<file path="src/design/pfc_pkg.sv">
// shared widths, register indexes and divider handshake types for the pid force controller
`default_nettype none
package pfc_pkg;
	localparam int FORCE_W    = 16;
	localparam int ERR_W      = 17;
	localparam int ESUM_W     = 18;
	localparam int DT_W       = 16;
	localparam int GAIN_W     = 32;
	localparam int ALPHA_W    = 17;
	localparam int CAP_W      = 31;
	localparam int CMD_W      = 32;
	localparam int CFG_IDX_W  = 3;
	localparam int CFG_DATA_W = 32;
	localparam int MUL_W      = 33;
	localparam int PROD_W     = 2 * MUL_W;
	localparam int FRAC_W     = 16;
	localparam int DIV_W      = 20;
	localparam int DIV_CNT_W  = $clog2(DIV_W + 1);
	localparam int DERIV_W    = 48;
	localparam int DERIV_HALF = DERIV_W / 2;
	localparam int INT_W      = 32;
	localparam int INT_SUM_W  = 37;
	localparam int D_W        = 51;
	localparam int SUM_W      = 68;
	localparam int SETTLE_W   = 22;

	localparam logic [ALPHA_W-1:0] ALPHA_ONE     = ALPHA_W'(65536);
	localparam logic [DERIV_W-1:0] DERIV_MAX     = {1'b0, {(DERIV_W-1){1'b1}}};
	localparam logic [4:0]         SETTLE_FACTOR = 5'd20;

	typedef enum logic [CFG_IDX_W-1:0] {
		CFG_GAIN_P    = 3'd0,
		CFG_GAIN_I    = 3'd1,
		CFG_GAIN_D    = 3'd2,
		CFG_ALPHA     = 3'd3,
		CFG_INT_CAP   = 3'd4,
		CFG_CMD_LIMIT = 3'd5
	} cfg_index_t;

	typedef struct packed {
		logic             start;
		logic [DIV_W-1:0] dividend;
		logic [DT_W-1:0]  divisor;
	} div_req_t;

	typedef struct packed {
		logic             done;
		logic [DIV_W-1:0] quotient;
		logic             rem_nz;
	} div_rsp_t;
endpackage
`default_nettype wire

</file>
<file path="src/design/pfc_ifs.sv">
// valid/ready channel interfaces for the controller's input and result items
`default_nettype none
interface pfc_req_if import pfc_pkg::*; ();
	logic                      valid;
	logic                      ready;
	logic signed [FORCE_W-1:0] desired_force;
	logic signed [FORCE_W-1:0] measured_force;
	logic [DT_W-1:0]           elapsed_time;
	logic                      restart;

	modport source (output valid, desired_force, measured_force, elapsed_time, restart,
		input ready);
	modport sink (input valid, desired_force, measured_force, elapsed_time, restart,
		output ready);
endinterface

interface pfc_rsp_if import pfc_pkg::*; ();
	logic                    valid;
	logic                    ready;
	logic signed [ERR_W-1:0] force_error;
	logic signed [CMD_W-1:0] velocity_command;
	logic                    settled;

	modport source (output valid, force_error, velocity_command, settled, input ready);
	modport sink (input valid, force_error, velocity_command, settled, output ready);
endinterface
`default_nettype wire

</file>
<file path="src/design/pid_force_controller_unit.sv">
// pid force controller: sequencer, state and clamps around a shared multiplier and divider
//
// usage
//   req channel (valid/ready) carries desired_force, measured_force, elapsed_time and
//   restart; rsp channel (valid/ready) returns force_error, velocity_command and settled.
//   gains, derivative alpha and both clamps are written through cfg_we/cfg_index/cfg_data
//   while no item is in flight.
// sequencing
//   each item passes eight times through the shared 33x33 multiplier and once through
//   the 20-step serial divider for the derivative division by elapsed time. req.ready
//   is high only while the sequencer is idle, so a new item is not taken until the last
//   one has left the sequencer.
// reset
//   arst_n clears the controller state (previous error, integral, filtered derivative,
//   settled flag), loads the register reset values and empties the result register.
// stalls
//   the result sits in an output register; a new item is accepted while it waits. if
//   rsp.ready stays low, the next item holds in its final step until the register frees.
`default_nettype none
module pid_force_controller_unit import pfc_pkg::*; (
	input  logic                  clk,
	input  logic                  arst_n,
	pfc_req_if.sink               req,
	pfc_rsp_if.source             rsp,
	input  logic                  cfg_we,
	input  logic [CFG_IDX_W-1:0]  cfg_index,
	input  logic [CFG_DATA_W-1:0] cfg_data
);
	typedef enum logic [12:0] {
		S_IDLE = 13'b0000000000001,
		S_TRAP = 13'b0000000000010,
		S_DIFF = 13'b0000000000100,
		S_AH   = 13'b0000000001000,
		S_AL   = 13'b0000000010000,
		S_ASUM = 13'b0000000100000,
		S_WDIV = 13'b0000001000000,
		S_KP   = 13'b0000010000000,
		S_KI   = 13'b0000100000000,
		S_KD   = 13'b0001000000000,
		S_KL   = 13'b0010000000000,
		S_FIN  = 13'b0100000000000,
		S_OUT  = 13'b1000000000000
	} state_t;

	state_t state_q;

	logic signed [GAIN_W-1:0] gain_p_q, gain_i_q, gain_d_q;
	logic [ALPHA_W-1:0]       alpha_q;
	logic [CAP_W-1:0]         int_cap_q, cmd_limit_q;

	logic signed [ERR_W-1:0]   prev_q;
	logic signed [INT_W-1:0]   integral_q;
	logic signed [DERIV_W-1:0] fd_q;
	logic                      settled_q;

	logic signed [ERR_W-1:0]   e_q;
	logic [FORCE_W:0]          ad_q;
	logic [DT_W-1:0]           dt_q;
	logic                      xneg_q;
	logic signed [PROD_W-1:0]  acc_q;
	logic signed [SUM_W-1:0]   sum_q;

	logic signed [ERR_W-1:0]  force_error_q;
	logic signed [CMD_W-1:0]  velocity_q;
	logic                     settled_out_q;
	logic                     out_valid_q;

	logic signed [MUL_W-1:0]  mul_a, mul_b;
	logic signed [PROD_W-1:0] prod_s1;
	div_req_t                 div_req;
	div_rsp_t                 div_rsp;

	logic [ALPHA_W-1:0]        alpha_eff;
	logic [ALPHA_W:0]          alpha_fac;
	logic signed [ESUM_W-1:0]  esum, ediff;
	logic signed [ERR_W-1:0]   e_new;
	logic signed [INT_SUM_W-1:0] int_sum, cap_s;
	logic signed [DIV_W-1:0]   x_div;
	logic [DIV_W:0]            q_adj;
	logic signed [DIV_W:0]     t1;
	logic signed [D_W-1:0]     d_val, dmax_s;
	logic signed [SUM_W-1:0]   lim_s;
	logic [ERR_W-1:0]          ae;
	logic [SETTLE_W-1:0]       ae20;
	logic                      out_free, load_out;

	pfc_mul u_mul (.clk(clk), .op_a(mul_a), .op_b(mul_b), .prod_s1(prod_s1));
	pfc_div u_div (.clk(clk), .arst_n(arst_n), .req(div_req), .rsp(div_rsp));

	assign alpha_eff = (alpha_q > ALPHA_ONE) ? ALPHA_ONE : alpha_q;
	assign alpha_fac = {1'b0, alpha_eff} + {1'b0, ALPHA_ONE};
	assign esum      = ESUM_W'(e_q) + ESUM_W'(prev_q);
	assign ediff     = ESUM_W'(e_q) - ESUM_W'(prev_q);
	assign e_new     = ERR_W'(req.measured_force) - ERR_W'(req.desired_force);

	always_comb begin
		mul_a = '0;
		mul_b = '0;
		case (state_q)
			S_TRAP: begin
				mul_a = MUL_W'({1'b0, dt_q});
				mul_b = MUL_W'(esum);
			end
			S_DIFF: begin
				mul_a = MUL_W'({1'b0, alpha_fac});
				mul_b = MUL_W'(ediff);
			end
			S_AH: begin
				mul_a = MUL_W'({1'b0, alpha_eff});
				mul_b = MUL_W'($signed(fd_q[DERIV_W-1:DERIV_HALF]));
			end
			S_AL: begin
				mul_a = MUL_W'({1'b0, alpha_eff});
				mul_b = MUL_W'({1'b0, fd_q[DERIV_HALF-1:0]});
			end
			S_KP: begin
				mul_a = MUL_W'(gain_p_q);
				mul_b = MUL_W'(e_q);
			end
			S_KI: begin
				mul_a = MUL_W'(gain_i_q);
				mul_b = MUL_W'(integral_q);
			end
			S_KD: begin
				mul_a = MUL_W'(gain_d_q);
				mul_b = MUL_W'($signed(fd_q[DERIV_W-1:FRAC_W]));
			end
			S_KL: begin
				mul_a = MUL_W'(gain_d_q);
				mul_b = MUL_W'({1'b0, fd_q[FRAC_W-1:0]});
			end
			default: begin
				mul_a = '0;
				mul_b = '0;
			end
		endcase
	end

	// trapezoid step and integral clamp
	assign int_sum = INT_SUM_W'(integral_q) + INT_SUM_W'($signed(prod_s1[INT_SUM_W-1:1]));
	assign cap_s   = INT_SUM_W'({1'b0, int_cap_q});

	// derivative division by elapsed time
	assign x_div            = prod_s1[DIV_W+FRAC_W-1:FRAC_W];
	assign div_req.start    = (state_q == S_AH);
	assign div_req.dividend = x_div[DIV_W-1] ? DIV_W'(-x_div) : DIV_W'(x_div);
	assign div_req.divisor  = dt_q;
	assign q_adj  = {1'b0, div_rsp.quotient} + (DIV_W+1)'(xneg_q && div_rsp.rem_nz);
	assign t1     = xneg_q ? -$signed(q_adj) : $signed(q_adj);
	assign d_val  = D_W'(t1) - D_W'($signed(acc_q[PROD_W-1:FRAC_W]));
	assign dmax_s = D_W'(DERIV_MAX);

	assign lim_s = SUM_W'({1'b0, cmd_limit_q});
	assign ae    = e_q[ERR_W-1] ? ERR_W'(-e_q) : ERR_W'(e_q);
	assign ae20  = SETTLE_W'(ae) * SETTLE_W'(SETTLE_FACTOR);

	assign out_free = !out_valid_q || rsp.ready;
	assign load_out = (state_q == S_OUT) && out_free;
	assign req.ready = (state_q == S_IDLE);

	always_ff @(posedge clk or negedge arst_n) begin
		if (!arst_n) begin
			gain_p_q    <= '0;
			gain_i_q    <= '0;
			gain_d_q    <= '0;
			alpha_q     <= '0;
			int_cap_q   <= '1;
			cmd_limit_q <= '1;
		end else if (cfg_we) begin
			case (cfg_index_t'(cfg_index))
				CFG_GAIN_P:    gain_p_q    <= cfg_data;
				CFG_GAIN_I:    gain_i_q    <= cfg_data;
				CFG_GAIN_D:    gain_d_q    <= cfg_data;
				CFG_ALPHA:     alpha_q     <= cfg_data[ALPHA_W-1:0];
				CFG_INT_CAP:   int_cap_q   <= cfg_data[CAP_W-1:0];
				CFG_CMD_LIMIT: cmd_limit_q <= cfg_data[CAP_W-1:0];
				default: ;
			endcase
		end
	end

	always_ff @(posedge clk or negedge arst_n) begin
		if (!arst_n) begin
			state_q     <= S_IDLE;
			prev_q      <= '0;
			integral_q  <= '0;
			fd_q        <= '0;
			settled_q   <= 1'b0;
			out_valid_q <= 1'b0;
		end else begin
			if (load_out) begin
				out_valid_q <= 1'b1;
			end else if (rsp.ready) begin
				out_valid_q <= 1'b0;
			end
			case (state_q)
				S_IDLE: begin
					if (req.valid) begin
						if (req.restart) begin
							prev_q     <= '0;
							integral_q <= '0;
							fd_q       <= '0;
							settled_q  <= 1'b0;
						end
						state_q <= S_TRAP;
					end
				end
				S_TRAP: state_q <= S_DIFF;
				S_DIFF: begin
					if (int_sum > cap_s) begin
						integral_q <= INT_W'(cap_s);
					end else if (int_sum < -cap_s) begin
						integral_q <= INT_W'(-cap_s);
					end else begin
						integral_q <= INT_W'(int_sum);
					end
					state_q <= S_AH;
				end
				S_AH:   state_q <= S_AL;
				S_AL:   state_q <= S_ASUM;
				S_ASUM: state_q <= S_WDIV;
				S_WDIV: begin
					if (div_rsp.done) begin
						if (d_val > dmax_s) begin
							fd_q <= DERIV_MAX;
						end else if (d_val < -dmax_s) begin
							fd_q <= DERIV_W'(-dmax_s);
						end else begin
							fd_q <= DERIV_W'(d_val);
						end
						state_q <= S_KP;
					end
				end
				S_KP:  state_q <= S_KI;
				S_KI:  state_q <= S_KD;
				S_KD:  state_q <= S_KL;
				S_KL:  state_q <= S_FIN;
				S_FIN: state_q <= S_OUT;
				S_OUT: begin
					if (out_free) begin
						settled_q <= settled_q || (ae20 < SETTLE_W'(ad_q));
						prev_q    <= e_q;
						state_q   <= S_IDLE;
					end
				end
				default: state_q <= S_IDLE;
			endcase
		end
	end

	always_ff @(posedge clk) begin
		case (state_q)
			S_IDLE: begin
				e_q  <= e_new;
				ad_q <= req.desired_force[FORCE_W-1] ? -(FORCE_W+1)'(req.desired_force)
					: (FORCE_W+1)'(req.desired_force);
				dt_q <= (req.elapsed_time == '0) ? DT_W'(1) : req.elapsed_time;
			end
			S_AH: xneg_q <= x_div[DIV_W-1];
			S_AL: acc_q <= {prod_s1[PROD_W-DERIV_HALF-1:0], {DERIV_HALF{1'b0}}};
			S_ASUM: acc_q <= acc_q + prod_s1;
			S_KI: sum_q <= SUM_W'($signed(prod_s1[PROD_W-1:FRAC_W]));
			S_KD: sum_q <= sum_q + SUM_W'($signed(prod_s1[PROD_W-1:FRAC_W]));
			S_KL: sum_q <= sum_q + SUM_W'(prod_s1);
			S_FIN: sum_q <= sum_q + SUM_W'($signed(prod_s1[PROD_W-1:FRAC_W]));
			default: ;
		endcase
		if (load_out) begin
			force_error_q <= e_q;
			settled_out_q <= settled_q || (ae20 < SETTLE_W'(ad_q));
			if (sum_q > lim_s) begin
				velocity_q <= CMD_W'(lim_s);
			end else if (sum_q < -lim_s) begin
				velocity_q <= CMD_W'(-lim_s);
			end else begin
				velocity_q <= CMD_W'(sum_q);
			end
		end
	end

	assign rsp.valid            = out_valid_q;
	assign rsp.force_error      = force_error_q;
	assign rsp.velocity_command = velocity_q;
	assign rsp.settled          = settled_out_q;
endmodule
`default_nettype wire

</file>
<file path="src/design/pfc_mul.sv">
// shared signed multiplier with a registered product
`default_nettype none
module pfc_mul import pfc_pkg::*; (
	input  logic                     clk,
	input  logic signed [MUL_W-1:0]  op_a,
	input  logic signed [MUL_W-1:0]  op_b,
	output logic signed [PROD_W-1:0] prod_s1
);
	always_ff @(posedge clk) begin
		prod_s1 <= op_a * op_b;
	end
endmodule
`default_nettype wire

</file>
<file path="src/design/pfc_div.sv">
// bit-serial restoring divider, one quotient bit per cycle
`default_nettype none
module pfc_div import pfc_pkg::*; (
	input  logic     clk,
	input  logic     arst_n,
	input  div_req_t req,
	output div_rsp_t rsp
);
	logic [DT_W-1:0]      rem_q;
	logic [DIV_W-1:0]     quo_q;
	logic [DT_W-1:0]      divisor_q;
	logic [DIV_CNT_W-1:0] cnt_q;
	logic                 busy_q;
	logic                 done_q;
	logic [DT_W:0]        trial;
	logic                 fits;

	assign trial = {rem_q, quo_q[DIV_W-1]};
	assign fits  = trial >= {1'b0, divisor_q};

	always_ff @(posedge clk or negedge arst_n) begin
		if (!arst_n) begin
			cnt_q  <= '0;
			busy_q <= 1'b0;
			done_q <= 1'b0;
		end else if (req.start) begin
			cnt_q  <= DIV_CNT_W'(DIV_W);
			busy_q <= 1'b1;
			done_q <= 1'b0;
		end else if (busy_q) begin
			cnt_q <= cnt_q - 1'b1;
			if (cnt_q == DIV_CNT_W'(1)) begin
				busy_q <= 1'b0;
				done_q <= 1'b1;
			end
		end
	end

	always_ff @(posedge clk) begin
		if (req.start) begin
			rem_q     <= '0;
			quo_q     <= req.dividend;
			divisor_q <= req.divisor;
		end else if (busy_q) begin
			if (fits) begin
				rem_q <= DT_W'(trial - {1'b0, divisor_q});
			end else begin
				rem_q <= trial[DT_W-1:0];
			end
			quo_q <= {quo_q[DIV_W-2:0], fits};
		end
	end

	assign rsp.done     = done_q;
	assign rsp.quotient = quo_q;
	assign rsp.rem_nz   = |rem_q;
endmodule
`default_nettype wire

</file>
<file path="src/flat_wrapper.sv">
// flat-port wrapper written by rule: the top's interface ports become plain ports
module pid_force_controller_unit_flat import pfc_pkg::*;
  (clk, arst_n, cfg_we, cfg_index, cfg_data, req_valid, req_desired_force, req_measured_force, req_elapsed_time, req_restart, req_ready, rsp_valid, rsp_force_error, rsp_velocity_command, rsp_settled, rsp_ready);
  pfc_req_if req_i ();
  pfc_rsp_if rsp_i ();
  input  logic clk;
  input  logic arst_n;
  input  logic cfg_we;
  input  logic [CFG_IDX_W-1:0] cfg_index;
  input  logic [CFG_DATA_W-1:0] cfg_data;
  input wire logic [$bits(req_i.valid)-1:0] req_valid;
  input wire logic [$bits(req_i.desired_force)-1:0] req_desired_force;
  input wire logic [$bits(req_i.measured_force)-1:0] req_measured_force;
  input wire logic [$bits(req_i.elapsed_time)-1:0] req_elapsed_time;
  input wire logic [$bits(req_i.restart)-1:0] req_restart;
  output wire logic [$bits(req_i.ready)-1:0] req_ready;
  output wire logic [$bits(rsp_i.valid)-1:0] rsp_valid;
  output wire logic [$bits(rsp_i.force_error)-1:0] rsp_force_error;
  output wire logic [$bits(rsp_i.velocity_command)-1:0] rsp_velocity_command;
  output wire logic [$bits(rsp_i.settled)-1:0] rsp_settled;
  input wire logic [$bits(rsp_i.ready)-1:0] rsp_ready;
  assign req_i.valid = req_valid;
  assign req_i.desired_force = req_desired_force;
  assign req_i.measured_force = req_measured_force;
  assign req_i.elapsed_time = req_elapsed_time;
  assign req_i.restart = req_restart;
  assign req_ready = req_i.ready;
  assign rsp_valid = rsp_i.valid;
  assign rsp_force_error = rsp_i.force_error;
  assign rsp_velocity_command = rsp_i.velocity_command;
  assign rsp_settled = rsp_i.settled;
  assign rsp_i.ready = rsp_ready;
  pid_force_controller_unit u_core (.clk(clk), .arst_n(arst_n), .req(req_i), .rsp(rsp_i), .cfg_we(cfg_we), .cfg_index(cfg_index), .cfg_data(cfg_data));
endmodule
</file>
<file path="config.mk">
export PLATFORM = sky130hd
export DESIGN_NAME = pid_force_controller_unit_flat
export DESIGN_NICKNAME = d
export VERILOG_FILES = /design/src/design/pfc_pkg.sv /design/src/design/pfc_ifs.sv /design/src/design/pid_force_controller_unit.sv /design/src/design/pfc_mul.sv /design/src/design/pfc_div.sv /design/src/flat_wrapper.sv
export SDC_FILE = /design/constraint.sdc
export NUM_CORES = 2
export LEC_CHECK = 0
export ABC_AREA = 0
export BUFFER_PORTS_ARGS = -buffer_cell sky130_fd_sc_hd__clkbuf_2
export CORE_MARGIN = 1.5
export CORE_UTILIZATION = 45
export CTS_CLUSTER_SIZE = 24
export DETAILED_ROUTE_END_ITERATION = 7
export SLEW_MARGIN = 10
export SYNTH_ARGS = -nofsm -noshare
export SYNTH_HDL_FRONTEND = slang
export SYNTH_SLANG_ARGS = --single-unit
</file>
<file path="constraint.sdc">
create_clock -name clk -period 19 [get_ports clk]
set_clock_uncertainty 0.1 [all_clocks]
set_input_delay 0.95 -clock clk [delete_from_list [all_inputs] [get_ports clk]]
set_output_delay 0.95 -clock clk [all_outputs]
set_load 0.01 [all_outputs]
</file>
### Yosys cells after proc, flatten, opt, wreduce, memory -nomap -nowiden

Cells that the tools add are included.

* add/subtract/negate cells: 18
* multipliers: 2
* muxes and demuxes: 47
* order comparisons: 9
* equal/unequal tests: 23
* reductions and logical operators: 30

Operators with widths (number)
* 33-bit case mux with 8 select lines: 1
* 48-bit two-way mux: 5
* 68-bit case mux with 3 select lines: 1
* 33-bit case mux with 6 select lines: 1
* 13-bit case mux with 13 select lines: 1
* 32-bit two-way mux: 5
* 66-bit case mux with 2 select lines: 1
* 48-bit case mux with 2 select lines: 1
* 17-bit two-way mux: 5
* 68-bit by 50-bit adder with 68-bit output: 1
* 68-bit by 66-bit adder with 68-bit output: 1
* 68-bit by 32-bit > comparator with 1-bit output: 1
* 68-bit < comparator: 1
* 31-bit negator with 68-bit output: 1
* 66-bit adder: 1
* 33-bit by 33-bit multiplier with 66-bit output: 1
* 32-bit case mux with 2 select lines: 1
* 20-bit two-way mux: 3
* 51-bit by 48-bit > comparator with 1-bit output (second input constant): 1
* 51-bit by 48-bit < comparator with 1-bit output (second input constant): 1
* 21-bit by 50-bit subtractor with 51-bit output: 1
* 13-bit two-way mux: 3
* 32-bit by 36-bit adder with 37-bit output: 1
* 37-bit by 32-bit > comparator with 1-bit output: 1
* 56 further kinds: 89

* bits of input ports: 89
* register bits after elaboration: 647
* word-level logic and storage cells: 159
* output and inout port bits: 52

### Logic depth before layout (Yosys ltp)

* depth in word-level cells: 11
* mapped depth: 47
* mapped depth without buffers: 46

### Hierarchy

Synthesis repeated with hierarchy kept, for this count alone.

* cell total of the unflattened synthesis: 10094
* area, all modules: 89926.2 um^2

By module, submodules not included
* pid_force_controller_unit: instances 1, sequential area each 14317.5 um^2, area an instance 46270.6 um^2, cells each 5487
* pfc_mul: instances 1, sequential area each 1321.3 um^2, area an instance 40262.4 um^2, cells each 4291
* pfc_div: instances 1, sequential area each 1576.5 um^2, area an instance 3393.3 um^2, cells each 316

### Worst setup path before layout

Ideal clock, no wire load.

* path type: reg-to-reg
* from: register u_core.e_q[0]
* to: register u_core.u_mul.prod_s1[58]
* arrival: 10.466 ns
* slack: 8.321 ns
* stages on the path, launching flop included: 47
* library setup time: 0.112 ns
* required time: 18.788 ns
* clock period less this slack: 10.679 ns
* buffers on the path: 1
* path through: edfxtp_1 inv_1 ha_1 inv_1 fa_1 a21o_1 a21o_1 a21o_1 a21o_1 a21oi_1 o21bai_1 a21oi_1 o21bai_1 or3_1 a21oi_1 a2bb2oi_1 o22ai_1 buf_2 [... 11 more ...] fa_1 fa_1 inv_1 fa_1 inv_1 ha_1 and4_1 nand3_1 nor4_1 o311a_1 a311oi_2 o31ai_1 a41o_1 nand2_1 o21ai_2 a21oi_1 or2_2 a2111oi_1

* cells in the longest elaborated chain, start to end: 3
* elaborated cells between the ends (all ways): 4
* classes of those cells: 2 x add/sub; 1 x mul; 1 x mux

Ends and longest elaborated chain
* start, declared: RTL line pid_force_controller_unit.sv:56 `logic signed [ERR_W-1:0] e_q;`
* start signal, assigned: RTL line pid_force_controller_unit.sv:254 `e_q <= e_new;`
* 17-bit by 17-bit subtractor with 18-bit output / 17-bit by 17-bit adder with 18-bit output (equally long branches): RTL line pid_force_controller_unit.sv:93, pid_force_controller_unit.sv:92
* 33-bit case mux with 8 select lines *: RTL line pid_force_controller_unit.sv:99 `case (state_q)`
* 33-bit by 33-bit multiplier with 66-bit output *: RTL line pfc_mul.sv:10 `prod_s1 <= op_a * op_b;`
* end signal, assigned: RTL line pfc_mul.sv:10
* end, declared: RTL line pfc_mul.sv:7 `output logic signed [PROD_W-1:0] prod_s1`

Every way passes the cells marked *; elsewhere a longest branch is shown, timed or not.
A chain may end at the register's enable or synchronous reset.

### Worst setup path after layout

* from: register u_core.state_q[1]
* to: register u_core.u_mul.prod_s1[58]

* cells in the longest elaborated chain, start to end: 4
* elaborated cells between the ends (all ways): 13
* classes of those cells: 1 x mul; 8 x eq/ne; 2 x mux; 2 x reduce/logical

Ends and longest elaborated chain
* start, declared: RTL line pid_force_controller_unit.sv:45 `state_t state_q;`
* start signal, assigned: RTL line pid_force_controller_unit.sv:184 `state_q <= S_IDLE;`
* start signal, assigned: RTL line pid_force_controller_unit.sv:205 `state_q <= S_TRAP;`
* start signal, assigned: RTL line pid_force_controller_unit.sv:208 `S_TRAP: state_q <= S_DIFF;`
* 13-bit by 10-bit equality test with 1-bit output (tied with other cells): RTL line pid_force_controller_unit.sv:99
* 2-bit OR reduction (no source line)
* 33-bit case mux with 6 select lines: RTL line pid_force_controller_unit.sv:99
* 33-bit by 33-bit multiplier with 66-bit output *: RTL line pfc_mul.sv:10

Marked as above.

==> summary.txt <==
CP Data Required Time = 19.50 ns
Syn Area/Cell = 8.75 um2
Area after DPL = 91200 um2
Clock Latency Late Sink = 0.72 ns
Max-cap violations = 0
DRC = 12
Worst slew pin tran = 1.26 ns
Pins over their slew limit = 0
Minimum clock period = 13.14 ns
Status = complete, but fails checks
Largest net degree at the start of global routing = 94
Lkg Pwr = 45.6 nW
Layout net count = 11900
Drt pass-1 iters = 8
Vias in the first global route = 72900
Placed cell count = 12400
Uppermost layer routed = met5
Global route overflow = 0
Die Y = 444 um
Root Driver = clkbuf_16
DRT met1 WL = 130000 um
Initial core utilization = 45.4%
CP dominant cell by count = fa_1
Final Hold Slack = 0.169 ns
Slowest stage delay, CP = 0.87 ns
Filler instances = 18500
Setup TNS = 0 ns
Port bufs = 140
Post-CTS resize count = 0
Seq. cell area = 17200 um2
Setup bufs post-CTS = 0
Met2 wire len = 137000 um
Rel. slew slack = 16.1%
Avg Vias per Cell = 5.83
Clk pin slew, worst setup/hold paths = 0.06 ns
Die width = 444 um
Setup violators final = 0
Dpl hpwl = 242000 um
Power per cell area = 101 nW/um2
CP startpoint = u_core.state_q[1]
CTS Hold Bufs = 0
Main synth FF type = edfxtp_1
Die ar. = 198000 um2
Via count = 73100
CP endpoint = u_core.u_mul.prod_s1[58]
Routability Congestion = 0.981
CP Max Fanout = 56
Total wire length = 309000 um
FF-to-FF Start = u_core.state_q[1]
Post-route cell area = 94000 um2
Syn Inst Count = 10000
Crit path kind = register to register
# rows = 161
Number of flops mapped to enable cells by yosys = 271
Area of the multi-input gates = 62900 um2
Layout Cells excl Fill = 12500
Flop2flop setup slack = 5.86 ns
CTS tree = built
Setup crit start kind = register
I/O pins = 141
CP max stage cell = a32o_1
Post-synth top area cell = fa_1
GR Util All Layers = 31.2%
Synth Net Count = 12000
Period utilisation layout = 69.1%
Syn-to-layout area delta = 7.16%
Clk sinks = 647
H-tree Lvls = 3
Failing checks = DRC
Yosys cell types = 113
Flops & latches, synth = 647
Met3 wire length = 26900 um
Total CTS buffers = 79
Ys async rst share = 45.4%
Worst R2R Path Depth = 40
WL/cell = 24.7 um
VDD IR max = 0.129 mV
Initial antenna violation count = 19
Ratio of cells with drive above 1 in the final layout = 7.59%
Core ar. = 193000 um2
Final hold viol count = 0
Clock Path Buffers = 3
Ranking of synthesized cells by area = fa_1, ha_1, edfxtp_1, inv_1, nand2_1
RSZ-0062 raised after global routing = false
Most common cell after layout, fill and taps aside = inv_1
DRT antenna net count = 0
WP data arrival = 13.64 ns
Power, Total = 9.53 mW
First-pass GRT wire length = 464000 um
Worst hold path type = input port to async pin
Most frequent cells in the layout = inv_1, nand2_1, fa_1
Crit. End Element = register
End of the worst register-to-register path = u_core.u_mul.prod_s1[58]
Top-area cell type share of the netlist area = 25.8%
Max frequency = 76.1 MHz
Synthesized cell area = 87700 um2
Ys Warns = 0
Register area share after synthesis = 19.6%
1st-iter DRT viols = 6942
## worst min path at each step
| stage | from | endpoint | slack (ns) | cells after the start |
|---|---|---|---|---|
| finish | arst_n | u_core.settled_q | 0.17 | 1 |
| CTS | arst_n | u_core.settled_q | 0.15 | 1 |
| detailed placement | u_core.settled_q | u_core.settled_q | 0.38 | 2 |
| floorplan | u_core.dt_q[10] | u_core.u_div.divisor_q[10] | 0.33 | 0 |
| global route | arst_n | u_core.settled_q | 0.21 | 1 |
| global placement | u_core.settled_q | u_core.settled_q | 0.37 | 2 |
## per-stage QoR
| stage | setup slack [ns] | util, % |
|---|---|---|
| 2_1_floorplan | 8.32 | - |
| 3_3_place_gp | 6.11 | 47.2 |
| 3_5_place_dp | 5.92 | 47.2 |
| 4_1_cts | 5.90 | 48.7 |
| 5_1_grt | 5.12 | 48.7 |
| 6_report | 5.86 | 48.7 |
## sequential cells by signal, indices dropped and copies added (netlist names), 13 cells and up
register	count
u_core.u_mul.prod_s1	66
u_core.gain_i_q	32
u_core.gain_d_q	32
u_core.acc_q	66
u_core.rsp.force_error	17
u_core.alpha_q	17
u_core.state_q	13
u_core.ad_q	17
u_core.integral_q	32
u_core.cmd_limit_q	31
u_core.dt_q	16
u_core.u_div.divisor_q	16
u_core.e_q	17
u_core.prev_q	17
u_core.u_div.quo_q	20
u_core.rsp.velocity_command	32
u_core.gain_p_q	32
u_core.sum_q	68
u_core.fd_q	48
u_core.int_cap_q	31
u_core.u_div.rem_q	16
## logic make-up after synthesis
| logic type | share of synthesized area (%) |
|---|---|
| simple gates | 15.5 |
| buf+inv | 8.87 |
| fa+ha+maj | 36.1 |
| compound gates | 13.6 |
| flops | 19.6 |
| xor+xnor | 4.06 |
| mux | 2.17 |
| other cells | 0.00428 |
## worst max-delay path, delay by kind of cell, from the launching register on
kind | cells | cell delay (ns)
adders and majority gates | 9 | 4.41
buffers and inverters | 9 | 1.95
DFF | 1 | 0.40
and+or+nand+nor | 11 | 2.86
AOI/OAI and AO/OA | 11 | 3.21
## cell usage after synthesis (24+ instances only)
cell type	n
o211ai_1	35
mux2_2	151
dfxtp_1	82
o21ai_0	476
buf_1	31
edfxtp_1	271
and2_1	70
o31ai_1	33
o21a_1	46
xor2_1	139
dfrtp_1	231
inv_1	1574
nor2_1	625
a21boi_0	34
a21o_1	234
nand4_1	105
nor2b_1	83
o21bai_1	63
a221o_1	37
nand2b_1	76
a31oi_1	45
ha_1	721
a211oi_1	59
o311ai_0	24
fa_1	1132
xnor2_1	266
a21oi_1	419
nand2_1	1556
nand3_1	170
a22oi_1	55
nor3_1	100
a222oi_1	32
buf_2	30
or3_1	33
clkbuf_1	405
o21ai_1	26
nor4_1	64
and3_1	64
dfstp_2	63
## per-layer routing
metal  global-route usage (%)  vias to the layer above
met5                        0                        -
met4                     13.7                        6
met3                     5.76                      552
met2                     48.4                     2961
met1                     42.6                    36800
li1                         -                    32800
## power by group
group	total (mW)	switching [mW]	internal, mW	leakage, nW
logic	5.65	3.65	2.00	37.5
clock network	1.67	0.693	0.972	1.37
registers	2.21	0.426	1.78	6.78
total	9.53	4.77	4.76	45.6
## layout make-up
class	instances	share of cell area (%)
Multi-Input combinational cell	7323	67.0
Sequential cell	647	18.3
Inverter	1576	6.29
Tap cell	2526	3.36
Clock buffer	106	2.42
Timing Repair Buffer	303	2.06
Clock inverter	42	0.563
Antenna cell	4	0.0107
Note: power is estimated with default switching activity, not from simulation.
